## config.mk

```make
export PLATFORM = sky130hd
export DESIGN_NAME = colour_table_parser_gradient
export DESIGN_NICKNAME = d
export VERILOG_FILES = /design/src/rtl/ctp_pkg.sv /design/src/rtl/ctp_parser.sv /design/src/rtl/colour_table_parser_gradient.sv
export SDC_FILE = /design/constraint.sdc
export NUM_CORES = 2
export LEC_CHECK = 0
export BUFFER_PORTS_ARGS = -buffer_cell sky130_fd_sc_hd__buf_2
export CORE_UTILIZATION = 45
export CTS_CLUSTER_DIAMETER = 30
export DETAILED_ROUTE_END_ITERATION = 8
export GPL_TIMING_DRIVEN = 0
export SYNTH_ARGS = -nofsm -noshare
export SYNTH_HDL_FRONTEND = slang
export SYNTH_SLANG_ARGS = --single-unit
```

## constraint.sdc

```tcl
create_clock -name clk -period 24.1 [get_ports clk]
set_input_delay 1.205 -clock clk [delete_from_list [all_inputs] [get_ports clk]]
set_output_delay 1.205 -clock clk [all_outputs]
set_load 0.05 [all_outputs]
```

## src/rtl/ctp_pkg.sv

```systemverilog
// shared types, constants and codes for the colour table parser
package ctp_pkg;

    localparam int ENTRIES = 35;
    localparam int ADDR_W = (ENTRIES > 1) ? $clog2(ENTRIES) : 1;
    localparam int IDX_W = $clog2(ENTRIES + 2);
    localparam int TALLY_W = 12;
    localparam int COLOUR_W = 24;
    localparam int PROD_W = 16;

    localparam logic [TALLY_W-1:0] TALLY_MAX = '1;
    localparam logic [5:0] LAST_ROW = 6'd33;
    localparam logic [5:0] MID_ROW = 6'd17;
    localparam logic [PROD_W-1:0] RECIP33 = 16'd31776;
    localparam int RECIP_SHIFT = 20;
    localparam logic [PROD_W-1:0] ROUND16 = 16'd15;
    localparam int DIV16_SHIFT = 4;

    localparam logic [COLOUR_W-1:0] DEFAULT_FIRST = 24'hFF9900;

    localparam logic [1:0] KIND_TEXT = 2'd0;
    localparam logic [1:0] KIND_EOT = 2'd1;
    localparam logic [1:0] KIND_RENDER = 2'd2;

    localparam logic RES_PIXEL = 1'b0;
    localparam logic RES_COUNT = 1'b1;

    localparam logic [1:0] SLOT_FIRST = 2'd0;
    localparam logic [1:0] SLOT_SECOND = 2'd1;
    localparam logic [1:0] SLOT_THIRD = 2'd2;

    localparam logic [1:0] COUNT_ONE = 2'd1;
    localparam logic [1:0] COUNT_TWO = 2'd2;
    localparam logic [1:0] COUNT_THREE = 2'd3;

    localparam logic [7:0] CH_LF = 8'h0A;
    localparam logic [7:0] CH_CR = 8'h0D;
    localparam logic [7:0] CH_SPACE = 8'h20;
    localparam logic [7:0] CH_HASH = 8'h23;
    localparam logic [7:0] CH_EQUAL = 8'h3D;
    localparam logic [7:0] CH_NUL = 8'h00;

    typedef enum logic [2:0] {
        PH_TOKEN,
        PH_INDEX,
        PH_SEP,
        PH_HEX,
        PH_AFTER,
        PH_SKIP,
        PH_DONE
    } phase_t;

    typedef enum logic [1:0] {
        RS_IDLE,
        RS_FETCH,
        RS_BLEND
    } render_state_t;

    typedef struct packed {
        logic [1:0] kind;
        logic [7:0] text_byte;
        logic [5:0] entry;
        logic [5:0] row;
    } in_item_t;

    typedef struct packed {
        logic         result_kind;
        logic [7:0]   red;
        logic [7:0]   green;
        logic [7:0]   blue;
        logic [TALLY_W-1:0] valid_lines;
    } out_item_t;

    typedef struct packed {
        logic                we;
        logic [1:0]          slot;
        logic [ADDR_W-1:0]   addr;
        logic [COLOUR_W-1:0] colour;
    } commit_t;

    typedef struct packed {
        logic [1:0]          count;
        logic [COLOUR_W-1:0] third;
        logic [COLOUR_W-1:0] second;
        logic [COLOUR_W-1:0] first;
    } entry_t;

endpackage

```

## src/rtl/ctp_parser.sv

```systemverilog
// text parser: line index, hex colours, commits and valid line tally
module ctp_parser (
    input  logic                          clk,
    input  logic                          rst_n,
    input  logic                          byte_valid,
    input  logic [7:0]                    text_byte,
    input  logic                          restart,
    output ctp_pkg::commit_t              commit,
    output logic [ctp_pkg::TALLY_W-1:0]   tally
);
    import ctp_pkg::*;

    phase_t               phase_reg, phase_next;
    logic [IDX_W-1:0]     index_reg, index_next;
    logic [1:0]           slot_reg, slot_next;
    logic [2:0]           count_reg, count_next;
    logic [COLOUR_W-1:0]  shift_reg, shift_next;
    logic [TALLY_W-1:0]   tally_reg, tally_next;

    logic                 is_digit;
    logic [3:0]           digit;
    logic                 hex_ok;
    logic [3:0]           hex_val;
    phase_t               abandon_phase;
    logic [IDX_W-1:0]     sep_index;
    logic [9:0]           index_grow;
    logic [IDX_W-1:0]     entry_idx;

    always_ff @(posedge clk or negedge rst_n)
    begin
        if (!rst_n)
        begin
            phase_reg <= PH_TOKEN;
            index_reg <= '0;
            slot_reg  <= '0;
            count_reg <= '0;
            shift_reg <= '0;
            tally_reg <= '0;
        end
        else
        begin
            phase_reg <= phase_next;
            index_reg <= index_next;
            slot_reg  <= slot_next;
            count_reg <= count_next;
            shift_reg <= shift_next;
            tally_reg <= tally_next;
        end
    end

    always_comb
    begin
        is_digit = (text_byte >= 8'h30) && (text_byte <= 8'h39);
        digit = text_byte[3:0];
        hex_ok = 1'b1;
        hex_val = '0;
        if (is_digit)
        begin
            hex_val = text_byte[3:0];
        end
        else if (((text_byte >= 8'h61) && (text_byte <= 8'h66))
                 || ((text_byte >= 8'h41) && (text_byte <= 8'h46)))
        begin
            hex_val = 4'(text_byte[2:0] + 3'd1) + 4'd8;
        end
        else
        begin
            hex_ok = 1'b0;
        end

        if (text_byte == CH_LF)
            abandon_phase = PH_TOKEN;
        else if (text_byte == CH_NUL)
            abandon_phase = PH_DONE;
        else
            abandon_phase = PH_SKIP;

        sep_index = (phase_reg == PH_TOKEN) ? '0 : index_reg;
        index_grow = 10'(index_reg) * 10'd10 + 10'(digit);
        entry_idx = index_reg - IDX_W'(1);

        phase_next = phase_reg;
        index_next = index_reg;
        slot_next = slot_reg;
        count_next = count_reg;
        shift_next = shift_reg;
        tally_next = tally_reg;
        commit = '0;

        if (restart)
        begin
            phase_next = PH_TOKEN;
            index_next = '0;
            slot_next = '0;
            count_next = '0;
            shift_next = '0;
            tally_next = '0;
        end
        else if (byte_valid)
        begin
            unique case (phase_reg)
                PH_TOKEN, PH_INDEX, PH_SEP:
                begin
                    if ((phase_reg == PH_TOKEN) && ((text_byte == CH_HASH)
                        || (text_byte == CH_CR) || (text_byte == CH_LF)
                        || (text_byte == CH_SPACE)))
                    begin
                        phase_next = PH_TOKEN;
                    end
                    else if ((phase_reg != PH_SEP) && is_digit)
                    begin
                        phase_next = PH_INDEX;
                        if (phase_reg == PH_TOKEN)
                            index_next = IDX_W'(digit);
                        else if (index_grow > 10'(ENTRIES + 1))
                            index_next = IDX_W'(ENTRIES + 1);
                        else
                            index_next = IDX_W'(index_grow);
                    end
                    else
                    begin
                        index_next = sep_index;
                        if ((text_byte == CH_SPACE) || (text_byte == CH_EQUAL))
                        begin
                            phase_next = PH_SEP;
                        end
                        else if ((text_byte == CH_HASH) && (sep_index != '0)
                                 && (sep_index <= IDX_W'(ENTRIES)))
                        begin
                            slot_next = SLOT_FIRST;
                            phase_next = PH_HEX;
                            count_next = '0;
                            shift_next = '0;
                        end
                        else
                        begin
                            phase_next = abandon_phase;
                        end
                    end
                end
                PH_HEX:
                begin
                    if (!hex_ok)
                    begin
                        phase_next = abandon_phase;
                    end
                    else
                    begin
                        shift_next = {shift_reg[COLOUR_W-5:0], hex_val};
                        count_next = count_reg + 3'd1;
                        if (count_reg == 3'd5)
                        begin
                            if ((index_reg == '0) || (index_reg > IDX_W'(ENTRIES)))
                            begin
                                phase_next = PH_SKIP;
                            end
                            else
                            begin
                                commit.we = 1'b1;
                                commit.slot = slot_reg;
                                commit.addr = ADDR_W'(entry_idx);
                                commit.colour = shift_next;
                                if ((slot_reg == SLOT_FIRST) && (tally_reg != TALLY_MAX))
                                    tally_next = tally_reg + TALLY_W'(1);
                                if (slot_reg < SLOT_THIRD)
                                begin
                                    slot_next = slot_reg + 2'd1;
                                    phase_next = PH_AFTER;
                                end
                                else
                                begin
                                    phase_next = PH_SKIP;
                                end
                            end
                        end
                    end
                end
                PH_AFTER:
                begin
                    if (text_byte == CH_SPACE)
                    begin
                        phase_next = PH_AFTER;
                    end
                    else if (text_byte == CH_HASH)
                    begin
                        phase_next = PH_HEX;
                        count_next = '0;
                        shift_next = '0;
                    end
                    else
                    begin
                        phase_next = abandon_phase;
                    end
                end
                PH_SKIP:
                begin
                    if (text_byte == CH_LF)
                        phase_next = PH_TOKEN;
                    else if (text_byte == CH_NUL)
                        phase_next = PH_DONE;
                end
                default:
                begin
                    phase_next = phase_reg;
                end
            endcase
        end
    end

    assign tally = tally_reg;

endmodule

```

## src/rtl/colour_table_parser_gradient.sv

```systemverilog
// top level: parser, colour table memory, gradient render pipeline, result register
// text byte: one per cycle while render idle, no result; end of text: result valid next cycle
// render: table read, blend product, divide stage, result register; input stalled meanwhile,
// so no new render is taken before the last result is registered
// reset clears the parser, tally, render state and table valid bits; every entry then reads
// as one colour FF9900 until a line writes it
module colour_table_parser_gradient (
    input  logic                clk,
    input  logic                rst_n,
    input  logic                item_valid,
    output logic                item_stall,
    input  ctp_pkg::in_item_t   item,
    output logic                result_valid,
    input  logic                result_stall,
    output ctp_pkg::out_item_t  result
);
    import ctp_pkg::*;

    entry_t                 mem [ENTRIES];
    logic [ENTRIES-1:0]     valid_reg;
    entry_t                 rd_reg;
    logic                   rd_valid_reg;
    logic [5:0]             y_reg;

    render_state_t          state_reg, state_next;
    logic signed [PROD_W-1:0] prod_reg [3];
    logic signed [PROD_W-1:0] prod_next [3];
    logic [7:0]             lo_reg [3];
    logic [7:0]             lo_next [3];
    logic                   three_reg, three_next;

    logic                   out_valid_reg, out_valid_next;
    out_item_t              out_reg, out_next;

    commit_t                commit;
    logic [TALLY_W-1:0]     tally;
    logic                   accept;
    logic                   out_free;
    logic                   needs_result;
    logic [ADDR_W-1:0]      rd_addr;

    entry_t                 ent;
    logic [COLOUR_W-1:0]    c2, c3;
    logic                   three;
    logic [5:0]             yy;
    logic [7:0]             ch_a, ch_b;
    logic signed [8:0]      diff;
    logic signed [PROD_W-1:0] p;
    logic [PROD_W-1:0]      mag;
    logic [31:0]            recip_prod;
    logic [PROD_W-1:0]      qm;
    logic signed [PROD_W-1:0] q;
    logic [7:0]             v [3];

    ctp_parser u_parser (
        .clk        (clk),
        .rst_n      (rst_n),
        .byte_valid (accept && (item.kind == KIND_TEXT)),
        .text_byte  (item.text_byte),
        .restart    (accept && (item.kind == KIND_EOT)),
        .commit     (commit),
        .tally      (tally)
    );

    assign out_free = !out_valid_reg || !result_stall;
    assign needs_result = (item.kind == KIND_EOT) || (item.kind == KIND_RENDER);
    assign item_stall = (state_reg != RS_IDLE) || (needs_result && !out_free);
    assign accept = item_valid && !item_stall;
    assign rd_addr = (item.entry >= 6'(ENTRIES)) ? ADDR_W'(ENTRIES - 1) : ADDR_W'(item.entry);

    always_ff @(posedge clk)
    begin
        if (commit.we)
        begin
            unique case (commit.slot)
                SLOT_FIRST:
                begin
                    if (!valid_reg[commit.addr])
                    begin
                        mem[commit.addr] <= {COUNT_ONE, COLOUR_W'(0), COLOUR_W'(0),
                                             commit.colour};
                    end
                    else
                    begin
                        mem[commit.addr].first <= commit.colour;
                        mem[commit.addr].count <= COUNT_ONE;
                    end
                end
                SLOT_SECOND:
                begin
                    mem[commit.addr].second <= commit.colour;
                    mem[commit.addr].count <= COUNT_TWO;
                end
                default:
                begin
                    mem[commit.addr].third <= commit.colour;
                    mem[commit.addr].count <= COUNT_THREE;
                end
            endcase
        end
        if (accept && (item.kind == KIND_RENDER))
        begin
            rd_reg <= mem[rd_addr];
            rd_valid_reg <= valid_reg[rd_addr];
            y_reg <= (item.row > LAST_ROW) ? LAST_ROW : item.row;
        end
    end

    always_ff @(posedge clk or negedge rst_n)
    begin
        if (!rst_n)
        begin
            valid_reg <= '0;
            state_reg <= RS_IDLE;
            out_valid_reg <= 1'b0;
        end
        else
        begin
            if (commit.we && (commit.slot == SLOT_FIRST))
                valid_reg[commit.addr] <= 1'b1;
            state_reg <= state_next;
            out_valid_reg <= out_valid_next;
        end
    end

    always_ff @(posedge clk)
    begin
        prod_reg <= prod_next;
        lo_reg <= lo_next;
        three_reg <= three_next;
        out_reg <= out_next;
    end

    // fetch stage: pick stops and form y times difference per channel
    always_comb
    begin
        ent = rd_valid_reg ? rd_reg : {COUNT_ONE, COLOUR_W'(0), COLOUR_W'(0), DEFAULT_FIRST};
        three = (ent.count == COUNT_THREE);
        c2 = (ent.count >= COUNT_TWO) ? ent.second : ent.first;
        c3 = three ? ent.third : ent.first;
        yy = (three && (y_reg >= MID_ROW)) ? (y_reg - MID_ROW) : y_reg;
        prod_next = prod_reg;
        lo_next = lo_reg;
        three_next = three_reg;
        if (state_reg == RS_FETCH)
        begin
            three_next = three;
            for (int k = 0; k < 3; k++)
            begin
                if (three && (y_reg >= MID_ROW))
                begin
                    ch_a = c2[16 - 8 * k +: 8];
                    ch_b = c3[16 - 8 * k +: 8];
                end
                else
                begin
                    ch_a = ent.first[16 - 8 * k +: 8];
                    ch_b = c2[16 - 8 * k +: 8];
                end
                diff = $signed({1'b0, ch_b}) - $signed({1'b0, ch_a});
                prod_next[k] = PROD_W'($signed({1'b0, yy}) * diff);
                lo_next[k] = ch_a;
            end
        end
        else
        begin
            ch_a = '0;
            ch_b = '0;
            diff = '0;
        end
    end

    // blend stage: truncating divide by 16 or 33, then add the lower stop
    always_comb
    begin
        p = '0;
        mag = '0;
        recip_prod = '0;
        qm = '0;
        q = '0;
        for (int k = 0; k < 3; k++)
        begin
            p = prod_reg[k];
            if (three_reg)
            begin
                if (p < 0)
                    q = (p + $signed(ROUND16)) >>> DIV16_SHIFT;
                else
                    q = p >>> DIV16_SHIFT;
            end
            else
            begin
                mag = (p < 0) ? PROD_W'(-p) : PROD_W'(p);
                recip_prod = {16'b0, mag} * {16'b0, RECIP33};
                qm = PROD_W'(recip_prod >> RECIP_SHIFT);
                q = (p < 0) ? -$signed(qm) : $signed(qm);
            end
            v[k] = lo_reg[k] + q[7:0];
        end
    end

    always_comb
    begin
        state_next = state_reg;
        out_valid_next = out_valid_reg;
        out_next = out_reg;
        if (out_valid_reg && !result_stall)
            out_valid_next = 1'b0;
        unique case (state_reg)
            RS_IDLE:
            begin
                if (accept && (item.kind == KIND_RENDER))
                    state_next = RS_FETCH;
                if (accept && (item.kind == KIND_EOT))
                begin
                    out_valid_next = 1'b1;
                    out_next = '0;
                    out_next.result_kind = RES_COUNT;
                    out_next.valid_lines = tally;
                end
            end
            RS_FETCH:
            begin
                state_next = RS_BLEND;
            end
            RS_BLEND:
            begin
                if (out_free)
                begin
                    state_next = RS_IDLE;
                    out_valid_next = 1'b1;
                    out_next.result_kind = RES_PIXEL;
                    out_next.red = v[0];
                    out_next.green = v[1];
                    out_next.blue = v[2];
                    out_next.valid_lines = '0;
                end
            end
            default:
            begin
                state_next = RS_IDLE;
            end
        endcase
    end

    assign result_valid = out_valid_reg;
    assign result = out_reg;

endmodule

```

**Yosys cells after proc, flatten, opt, wreduce, memory -nomap -nowiden**

Memories as Yosys holds them, arrays and structs flattened. A register that Yosys moved wholly into a read port is not among the register bits.
Index checks and enable logic that the tools add are counted.

- Bits in registers: 201
- Memory bits (writable): 2590
- Input bits: 26
- Memories: 1

- $add $sub $neg: 23
- Multiply operators: 7
- Order comparisons: 20
- Equal/unequal tests: 36
- Muxes and demuxes: 138
- Bitwise gates (word level): 7
- Reduce and logical (&&, ||, !) cells: 58

Memory list:

| name | depth | width | rd ports | clocked after memory_dff | write ports | line | source |
|---|---|---|---|---|---|---|---|
| mem | 35 | 74 | 1 | 1 | 1 | colour_table_parser_gradient.sv:19 | `entry_t mem [ENTRIES];` |

Operators with widths:

| kind | number |
|---|---|
| $mux 33 | 6 |
| $mux 20 | 9 |
| $mux 8 | 21 |
| $mux 24 | 5 |
| $mux 12 | 7 |
| $mux 37 | 2 |
| $mux 74 | 1 |
| $pmux 37 s2 | 1 |
| $mul 16x10->23 const B | 3 |
| $mux 3 | 23 |
| $mux 6 | 10 |
| $pmux 20 s3 | 1 |
| $lt 16x1->1 const B | 3 |
| $mul 7x9->16 | 3 |
| $mux 16 | 3 |
| $neg 16->16 | 3 |
| $add 12x5->12 const B | 3 |
| $or 35x35->35 | 1 |
| $mux 2 | 16 |
| $sub 8x8->9 | 3 |
| $add 8x8->8 | 3 |
| $eq 8x6->1 const B | 3 |
| $neg 8->8 | 3 |
| $mux 1 | 23 |
| 64 further kinds | 133 |

**Depth between registers and ports, before layout**

- Depth in word-level cells: 20
- Mapped depth: 38
- Gate-level depth less buffers: 38

**Cells and area by module**

From an unflattened synthesis, not the netlist that was laid out.

- Cells, all modules: 8520
- Area total of the unflattened synthesis: 128528.3 um^2

By module, submodules not included:

| module | instances | cells each | area an instance (um^2) | seq. area each (um^2) |
|---|---|---|---|---|
| colour_table_parser_gradient | 1 | 8118 | 124998.6 | 84461.0 |
| ctp_parser | 1 | 402 | 3529.6 | 1151.1 |

**Least setup slack after synthesis**

No wires, ideal clock.

- Kind: register to register
- From: register prod_reg[19] (netlist name)
- To: register out_reg (netlist bit result[27]), data pin
- Setup time: 0.135 ns
- Data arrival time: 7.946 ns
- Required time: 23.965 ns
- Path slack: 16.019 ns
- Cell stages (with the launch flop): 32
- Buffers on the path: 0
- Cells stage by stage: edfxtp_1 or4_1 or4_1 o31a_1 xor2_1 ha_1 inv_1 fa_1 fa_1 inv_1 ha_1 fa_1 ha_1 and3_1 nand3_1 nand3b_1 nand3b_1 xnor2_1 ha_1 a211oi_1 a21oi_1 ha_1 a21o_1 a211oi_1 nor2_1 o21ai_0 nand2b_1 a21oi_1 xnor2_1 xnor3_1 or4_1 nand3_1

- Word-level cells in the longest chain between the ends: 9

RTL lines:

| what | line | source |
|---|---|---|
| from (decl) | colour_table_parser_gradient.sv:26 | `logic signed [PROD_W-1:0] prod_reg [3];` |
| from (signal assigned) | colour_table_parser_gradient.sv:128 | `prod_reg <= prod_next;` |
| $neg 16->16 / $lt 16x1->1 (equally long branches) | colour_table_parser_gradient.sv:193, colour_table_parser_gradient.sv:186, colour_table_parser_gradient.sv:196 |  |
| $mux 16 | colour_table_parser_gradient.sv:193 | `mag = (p < 0) ? PROD_W'(-p) : PROD_W'(p);` |
| $mul 16x10->23 | colour_table_parser_gradient.sv:194 | `recip_prod = {16'b0, mag} * {16'b0, RECIP33};` |
| $neg 8->8 | colour_table_parser_gradient.sv:196 | `q = (p < 0) ? -$signed(qm) : $signed(qm);` |
| $mux 8 | colour_table_parser_gradient.sv:196 |  |
| $mux 8 * | colour_table_parser_gradient.sv:184 | `if (three_reg)` |
| $add 8x8->8 * | colour_table_parser_gradient.sv:198 | `v[k] = lo_reg[k] + q[7:0];` |
| $mux 37 * | colour_table_parser_gradient.sv:228 | `if (out_free)` |
| $pmux 37 s2 * | colour_table_parser_gradient.sv:209 | `unique case (state_reg)` |
| to (signal assigned) | colour_table_parser_gradient.sv:131 | `out_reg <= out_next;` |
| to (decl) | colour_table_parser_gradient.sv:33 | `out_item_t out_reg, out_next;` |

Every way passes the cells marked *; elsewhere a longest branch is shown, timed or not. The select of a mux whose other input is x is not followed.
A chain may end at the register's enable or synchronous reset.

**Final worst setup path**

- From: register prod_reg[16] (netlist name)
- To: register out_reg (netlist bit result[27]), data pin

Same word-level chain as after synthesis.

==> impl_metrics.csv <==
group,metric,value,unit
synthesis,yosys_warnings,0,
timing,skew,0.1011,ns
global_route,grt_util_met2,46.98,%
placed_design,dp_cells,13380,
critical_path,slowest_delay,0.61,ns
cts,cts_setup_buffers,0,
floorplanning,num_rows,195,
routing,wirelength,434500,um
layout,nNetsFinal,10780,
synthesis,synthCells,9448,
layout,multiInputGateArea,0.03922,mm2
global_route,gr-usage-met3,8.016,%
status,status,"finished with violations",
global_route,gr-usage-met1,37.38,%
critical_path,cp_top_family,"adder cells",
global_route,antenna_found_initial,41,
synthesis,ys.flop_type,"edfxtp_1",
timing,slew_headroom,-12.38,%
cts,clock-sinks,2865,
timing,timing.hold.ws,0.3238,ns
cts,cts_buffers,524,
floorplanning,die-area,0.2873,mm2
floorplanning,coreArea,0.2828,mm2
cts,cts.reportedPaths.clkPinSlew,0.05,ns
timing,fmax,0.1023,GHz
layout,largest_reg_flops,2590,
floorplanning,fp.dieH,536.0,um
routing,antenna_left,0,
cts,cts_buffer_depth,4,
critical_path,cp_num_buf_inv,3,
synthesis,ys_seq_elements,2865,
status,violations,"max-capacitance violations, max-slew violations",
cts,clk_latency,0.93,ns
timing,post-route-period-util,40.55,%
routing,routedWlPerCell,30.27,um
layout,fin_util,54.72,%
layout,fillCellCount,22850,
synthesis,yosysTopAreaCell,"edfxtp_1",
placed_design,place_congestion,0.9911,
synthesis,netlist_area,0.1283,mm2
critical_path,crit_type,"flip-flop to flip-flop",
synthesis,syn_nets,10060,
layout,seqCellArea,0.08561,mm2
worst_hold_path,hold_class,"input port to async pin",
synthesis,netlist.area_leader.share,65.09,%
critical_path,path_depth,32,
layout,stdcell_count,14360,
global_route,grt_pass1_wl,612900,um
timing,worst_pin_slew,1.686,ns
timing,setup_viol_count_final,0,
floorplanning,ios,65,
timing,tns,0,ns
critical_path,arrival,10.45,ns
cts,cts_tree,"done",
layout,drive_gt1_share,12.93,%
cts,h-tree-depth,6,
critical_path,worstSetupStartpointType,"flip-flop",
placed_design,dp_hpwl,311900,um
timing,rsz0062_at_grt,"no",
global_route,gr-max-usage-layer,"met2",
global_route,grt_util_all_layers,29.86,%
timing,period_minus_slack,9.774,ns
cts,clock-root-buffer,"clkbuf_16",
synthesis,yosysSeqAreaShare,66.73,%
floorplanning,start_util,45.37,%
routing,drc,0,
critical_path,path_max_fanout,6,
layout,area_delta_synth_final,20.60,%
critical_path,required,24.78,ns
placed_design,portBuffers,63,
layout,final_common_cell,"edfxtp_1",
global_route,grt_max_degree,55,
synthesis,synth.distinct_cells,85,
global_route,grt_pass1_vias,87210,
routing,firstDrtPassIters,8,
routing,viasPerCell,6.165,
timing,slew_violations,30,
routing,vias,88510,
synthesis,synth_edf_count,2781,
global_route,grt-ovfl-total,0,
synthesis,ys_async_sr_fraction,2.932,%
flow_run,drv_cap,4,
critical_path,end_kind,"flip-flop",
routing,drt_iter0_drc,11280,
synthesis,avgSynthCellArea,13.58,um2
cts,cts_resized,0,
critical_path,cpMaxStageDelayCell,"xor2_1",
critical_path,ff2ff_path_depth,32,
cts,ctsHoldBuffers,0,
floorplanning,die_w,536.0,um
critical_path,cp_common_cell,"ha_1",
layout,most-common-layout-cells,"edfxtp_1 (2781), o21ai_0 (1794), o22ai_1 (596)",
timing,finalHoldViolCount,0,
synthesis,synthTopCellsByArea,"edfxtp_1 (65%), o21ai_0 (7.0%), fa_1 (3.9%)",
-- logic make-up after synthesis --
kind of cell / share of synthesized area [%]
AOI/OAI and AO/OA: 14.52
xor gates and xnor gates: 1.806
adders and majority gates: 7.171
buffers and inverters: 3.359
DFF: 66.73
muxes: 1.925
and+or+nand+nor: 4.492
-- metrics by stage --
step	instance area, um2	worst slack [ns]
finish	154700	14.33
floorplan	128300	16.02
detailed placement	136700	14.32
global placement	133300	14.04
CTS	154500	14.31
global route	154700	13.89
-- cells in the mapped netlist (all sizes together), types with 24 or more instances --
| cell type | instances |
|---|---|
| clkbuf | 564 |
| o211ai | 296 |
| dfrtp | 84 |
| and2 | 73 |
| mux4 | 79 |
| o221ai | 80 |
| ha | 333 |
| o21bai | 24 |
| nand3 | 61 |
| o22ai | 601 |
| inv | 501 |
| xor2 | 85 |
| xnor2 | 177 |
| fa | 248 |
| edfxtp | 2781 |
| and3 | 39 |
| a21oi | 124 |
| buf | 64 |
| mux2i | 51 |
| nor2b | 36 |
| nor2 | 444 |
| a21o | 36 |
| o21ai | 1796 |
| or2 | 49 |
| nand2b | 64 |
| nor3 | 42 |
| a31oi | 101 |
| nand2 | 375 |
-- routing by layer --
metal / vias up / part of all wire, %
met4: 12 / 6.2
met1: 44560 / 37
met3: 1133 / 11
met2: 5117 / 46
li1: 37690 / -
met5: - / 0.049
-- final timing paths --
path                            slack [ns]                    to          from
worst max-delay path                 14.33            result[27]  prod_reg[16]
worst min-delay path                  0.32          valid_reg[1]         rst_n
worst max register to register       14.33            result[27]  prod_reg[16]
worst min register to register        0.50          valid_reg[7]  valid_reg[7]
max in group asynchronous            23.01  u_parser.slot_reg[0]         rst_n
min in group clk                      0.50          valid_reg[7]  valid_reg[7]
-- final cells by class --
cell class / instances / share of cell area, %
Sequential cell: 2865 / 55.33
Multi-Input combinational cell: 5451 / 25.35
Clock buffer: 614 / 8.888
Tap cell: 3743 / 3.027
Clock inverter: 329 / 2.672
Timing Repair Buffer: 195 / 1.876
Buffer: 628 / 1.596
Inverter: 504 / 1.223
Antenna cell: 28 / 0.04528
Power is not shown: default switching activity piles up to over one toggle a cycle in this logic, so the estimate is an artifact.
